==> config.mk <==
export PLATFORM = sky130hd
export DESIGN_NAME = mtu_queue
export DESIGN_NICKNAME = d
export VERILOG_FILES = /design/src/rtl/mtu_pkg.sv /design/src/rtl/mtu_queue.sv
export SDC_FILE = /design/constraint.sdc
export NUM_CORES = 1
export LEC_CHECK = 0
export ABC_AREA = 1
export ABC_CLOCK_PERIOD_IN_PS = 4740
export BUFFER_PORTS_ARGS = -buffer_cell sky130_fd_sc_hd__buf_2
export CAP_MARGIN = 20
export CORE_UTILIZATION = 45
export CTS_CLUSTER_DIAMETER = 60
export DETAILED_ROUTE_END_ITERATION = 10
export PLACE_DENSITY = 0.67
export SYNTH_ARGS = -nofsm -noshare
export SYNTH_HDL_FRONTEND = slang
export SYNTH_SLANG_ARGS = --single-unit
==> constraint.sdc <==
create_clock -name aclk -period 4.74 [get_ports aclk]
set_input_delay 0 -clock aclk [delete_from_list [all_inputs] [get_ports aclk]]
set_output_delay 0 -clock aclk [all_outputs]
set_load 0.02 [all_outputs]
==> src/rtl/mtu_pkg.sv <==
// ----------------------------------------------------------------------------
// mtu_pkg: shared types and codes of the 4x4 transform unit
// Holds the mode codes, the operation codes of the internal queue and the
// layout of one queued word.
// ----------------------------------------------------------------------------
package mtu_pkg;

    // Mode field codes on the input channel.
    localparam logic [1:0] MODE_LOAD    = 2'd0;
    localparam logic [1:0] MODE_XFORM   = 2'd1;
    localparam logic [1:0] MODE_COMPOSE = 2'd2;
    localparam logic [1:0] MODE_NONE    = 2'd3;

    // Right-hand column number that commits a composition.
    localparam logic [1:0] LAST_COLUMN = 2'd3;

    // Operation carried through the queue to the datapath.
    typedef enum logic [3:0] {
        OP_LOAD    = 4'b0001,
        OP_XFORM   = 4'b0010,
        OP_COMPOSE = 4'b0100,
        OP_COMMIT  = 4'b1000
    } mtu_op_t;

    // One classified word. vec[0] is x, vec[3] is w. elem_value is already
    // clamped to the storage range and sign-extended to 32 bits.
    typedef struct packed {
        mtu_op_t            op;
        logic [3:0]         elem_index;
        logic signed [31:0] elem_value;
        logic [1:0]         column_index;
        logic [3:0][31:0]   vec;
    } mtu_item_t;

endpackage

==> src/rtl/mtu_queue.sv <==
// ----------------------------------------------------------------------------
// mtu_queue: decoupling queue of the transform unit
// A small first-in first-out queue of classified words between the input
// side and the datapath, with the head word visible combinationally.
// ----------------------------------------------------------------------------
module mtu_queue #(
    parameter int DEPTH = 4
) (
    input  logic                aclk,
    input  logic                aresetn,
    input  logic                push_i,
    input  mtu_pkg::mtu_item_t  item_i,
    output logic                full_o,
    input  logic                pop_i,
    output logic                empty_o,
    output mtu_pkg::mtu_item_t  head_o
);
    import mtu_pkg::*;

    localparam int AW = $clog2(DEPTH);
    localparam int CW = $clog2(DEPTH + 1);

    mtu_item_t       store_reg [DEPTH];
    logic [AW-1:0]   wr_ptr_reg, wr_ptr_next;
    logic [AW-1:0]   rd_ptr_reg, rd_ptr_next;
    logic [CW-1:0]   count_reg, count_next;

    assign full_o  = (count_reg == CW'(DEPTH));
    assign empty_o = (count_reg == '0);
    assign head_o  = store_reg[rd_ptr_reg];

    always_comb begin
        wr_ptr_next = wr_ptr_reg;
        rd_ptr_next = rd_ptr_reg;
        if (push_i) begin
            wr_ptr_next = (wr_ptr_reg == AW'(DEPTH - 1)) ? '0 : wr_ptr_reg + AW'(1);
        end
        if (pop_i) begin
            rd_ptr_next = (rd_ptr_reg == AW'(DEPTH - 1)) ? '0 : rd_ptr_reg + AW'(1);
        end
        unique case ({push_i, pop_i})
            2'b10:   count_next = count_reg + CW'(1);
            2'b01:   count_next = count_reg - CW'(1);
            2'b11:   count_next = count_reg;
            2'b00:   count_next = count_reg;
            default: count_next = count_reg;
        endcase
    end

    always_ff @(posedge aclk) begin
        if (!aresetn) begin
            wr_ptr_reg <= '0;
            rd_ptr_reg <= '0;
            count_reg  <= '0;
        end else begin
            wr_ptr_reg <= wr_ptr_next;
            rd_ptr_reg <= rd_ptr_next;
            count_reg  <= count_next;
        end
    end

    always_ff @(posedge aclk) begin
        if (push_i) begin
            store_reg[wr_ptr_reg] <= item_i;
        end
    end

endmodule

* Word level (Yosys, flattened, before mapping)
Memory sizes are Yosys's and may differ from the RTL's. A register that Yosys moved wholly into a read port is not among the register bits. Index checks and enable logic that the tools add are counted. W data, S select, Z words.
Storage, ports and cells: memories 1, output and inout port bits 172, register bits after elaboration 7, logic and storage cells 24, bits of input ports 174, bits in writable memories 680
Memory list:
- store_reg | depth 4, bits a word 170, read ports 1, clocked after memory_dff 1, write ports 1, line mtu_queue.sv:23 | mtu_item_t store_reg [DEPTH];
Cells by class: eq/ne operators 6, add/subtract/negate cells 4, reduce and logical (&&, ||, !) cells 3, multiplexer cells 7
Operator list (count):
- $eq A2 B2 Y1 const B | 4
- $mux W2 | 4
- $pmux W3 S2 | 1
- $add A2 B1 Y2 const B | 2
- $add A3 B1 Y3 const B | 1
- $eq A3 B3 Y1 const B | 1
- $logic_not A3 Y1 | 1
- $sub A3 B1 Y3 const B | 1
- $eq A2 B1 Y1 const B | 1
- $logic_not A2 Y1 | 1
- $mux W1 | 2
- $reduce_or A2 Y1 | 1

* Logic depth before layout (Yosys ltp)
depth after elaboration 4, mapped depth 10, gate-level depth less buffers 10

* Least setup slack after synthesis
No wires, ideal clock.
kind register to register, from register wr_ptr_reg[0], to memory store_reg[3][0] (netlist name) (enable), path buffers 0, required time 4218 ps, setup slack 359 ps, library setup time 522 ps, stages on the path, launching flop included 4, arrival time 3859 ps, cell sequence dfxtp_1 -> ha_1 -> nand2_1 -> inv_1
RTL lines:
- from (decl) | line mtu_queue.sv:24 | logic [AW-1:0] wr_ptr_reg, wr_ptr_next;
- from (signal assigned) | line mtu_queue.sv:56 | wr_ptr_reg <= wr_ptr_next;
- to (decl) | line mtu_queue.sv:23
No word-level cell before the write port.

==> impl_results.md <==
* Status: complete, no violations
* Fmax at 307 MHz
* Pwr Total at 14.4 mW
* First-pass GRT wire length at 88100 um
* Routed length per instance at 19.6 um
* Metal2 WL at 28700 um
* Pin count of the biggest net entering global routing at 227
* Vias in the first global route at 16179
* Ys Warns at 0
* Power per Cell Area at 450 nW/um2
* Design area at 32100 um2
* Crit path cell chain: clkinv_8, buf_4, o21ai_1, o22ai_1, buf_2
* Largest register FFs at 680
* Syn-to-layout area delta at 24.8%
* DR top layer: met5
* Vias at 16120
* Max-capacitance violation count at 0
* Crit Path Class: reg2out
* Worst-Margin Slew at 1410 ps
* Worst VDD drop at 354 uV
* Total Wirelength at 59400 um
* Clock transition at path regs at 60 ps
* Clk sinks at 689
* GPL Wtd Cong at 0.757
* Initial DRC count at 1176
* Slowest stage delay, CP at 640 ps
* Final nets at 2386
* Worst Skew at 19.0 ps
* Final HPWL DP at 30600 um
* Placed cell count at 2711
* H-Tree Depth at 3
* Final hold vios at 0
* Total die area at 58100 um2
* Final critical-path share of the clock period at 68.7%
* Total Routing Usage GR at 19.9%
* Syn avg cell area at 15.1 um2
* CP max FO at 185
* Placement-stage cell area at 27900 um2
* Critical Path RT at 4740 ps
* Critical Path Sink Type: output pin
* Cells after synthesis at 1704
* Num CTS Buffers at 74
* Wl on met1 at 24600 um
* Postcts setup bufs at 0
* Hold Path Class: in2reg
* Sequential-to-total area share from yosys stat at 80.1%
* ANT nets after route at 0
* Register bit count reported by yosys at 689
* Post-route insts no fill at 3026
* Insertion delay to the later sink of the worst-skew pair at 600 ps
* Starting Density at 45.6%
* Tmin final at 3250 ps
* CP max stage cell: buf_4
* Die height at 241 um
* Leakage power at 11.3 nW
* Root buffer cell: clkbuf_16
* Cell Area, Synth at 25700 um2
* Sum Neg Setup Slack at 0 ps
* I/O pin count at 346
* Initial antenna violation count at 6
* RSZ-0062 raised after global routing: no
* DRT Pass-1 Iters at 5
* WP data arrival at 3250 ps
* DR vias/cell at 5.33
* Met3 wire length at 4870 um
* Yosys cell types at 22
* Core ar. at 56400 um2
* Port bufs at 345
* # rows at 87
* Fill count at 4412
* CTS tree: built
* Gr ovfl total at 0
* # DRC at 0
* Share of post-route cells with drive strength above 1 at 21.0%
* Slew headroom at 5.70%
* Yosys top cell area share at 79.4%
* Startpoint Class: register
* Syn nets at 1885
* Clock buffer depth at 3
* Yosys top cell by area: edfxtp_1
* Final Setup Violations at 0
* Final max-slew violation count at 0
* Top cells by area, synth: edfxtp_1 79%, nor2_1 5.0%, o21ai_0 4.2%
* Die Width at 241 um
-- kinds of logic (layout without fill, tap and decap cells) --
family / count (synthesis) / in the layout / synth area share (%)
flip-flops: 689 / 689 / 80.1
AO/OA/AOI/OAI: 519 / 519 / 10.9
AND/OR/NAND/NOR: 359 / 359 / 5.27
buffers and inverters: 130 / 690 / 3.36
adder cells (fa/ha/maj): 7 / 7 / 0.370
other: 0 / 6 / 0
-- Yosys cell counts --
master	n
edfxtp_1	680
nor2_1	345
o21ai_0	215
o22ai_1	170
o21ai_1	129
clkbuf_1	52
buf_6	22
buf_2	21
inv_1	16
buf_8	10
dfxtp_1	9
nand2_1	8
ha_1	6
a21oi_1	5
buf_4	4
nor3_1	4
buf_12	3
fa_1	1
inv_2	1
inv_8	1
nand3_1	1
nand4_1	1
-- report_power, final --
part | internal, mW | leakage, nW | total, mW | switching, mW
Combinational | 0.502 | 3.73 | 1.57 | 1.06
Clock | 3.59 | 1.22 | 5.84 | 2.25
Sequential | 6.97 | 6.32 | 7.04 | 0.0682
-- worst max-delay path: cells and delay by family (launching register included) --
kind	cells	cell delay, ps
flops	1	580
buf+inv	3	1310
compound gates	2	380
-- per-stage QoR --
stage	worst slack, ps	util, %	hold WS, ps
detailed placement	2210	49.4	216
global placement	2280	49.4	209
floorplan	359	-	98.9
CTS	1550	56.9	115
finish	1490	56.9	153
global route	1330	56.9	140
-- final timing paths --
kind | startpoint | slack [ps] | endpoint | cells after the start
max reg2reg | wr_ptr_reg[0]$_SDFFE_PN0P_ | 2390 | store_reg[3][25]$_DFFE_PP_ | 4
min reg2reg | wr_ptr_reg[1]$_SDFFE_PN0P_ | 540 | wr_ptr_reg[1]$_SDFFE_PN0P_ | 2
min | item_i[87] | 150 | store_reg[2][87]$_DFFE_PP_ | 2
max | register | 1490 | head_o[85] | 5
-- repair_timing --
action	CTS	global route
hold buffers	174	0
resized for setup	0	0
hold endpoints to repair	689	0
-- layout make-up --
| type | instances | area (um2) | share of cell area, % |
|---|---|---|---|
| multi-input cells | 885 | 4260 | 13.3 |
| diodes | 6 | 15.0 | 0.0468 |
| clock buffers | 98 | 2050 | 6.38 |
| inverters | 18 | 103 | 0.320 |
| flip-flops and latches | 689 | 20600 | 64.2 |
| repair buffers | 537 | 3690 | 11.5 |
| clock inverters | 37 | 439 | 1.37 |
| well taps | 756 | 946 | 2.95 |
-- cells in the final DEF (no fill, tap or decap), types with 10 or more instances in the layout --
cell,synthesis,routed
buf_2,21,345
buf_4,4,11
bufinv_16,0,10
clkbuf_1,52,19
clkbuf_16,0,79
clkinv_1,0,11
clkinv_2,0,11
dlygate4sd3_1,0,174
edfxtp_1,680,680
inv_1,16,12
nor2_1,345,345
o21ai_0,215,215
o21ai_1,129,129
o22ai_1,170,170
-- routing by layer --
layer / vias to the layer above / track usage [%]
li1: 7485 / -
met1: 7963 / 25.4
met2: 586 / 32.5
met3: 84 / 5.42
met4: 2 / 7.48
met5: - / 0
Note: power is estimated with default switching activity, not from simulation.
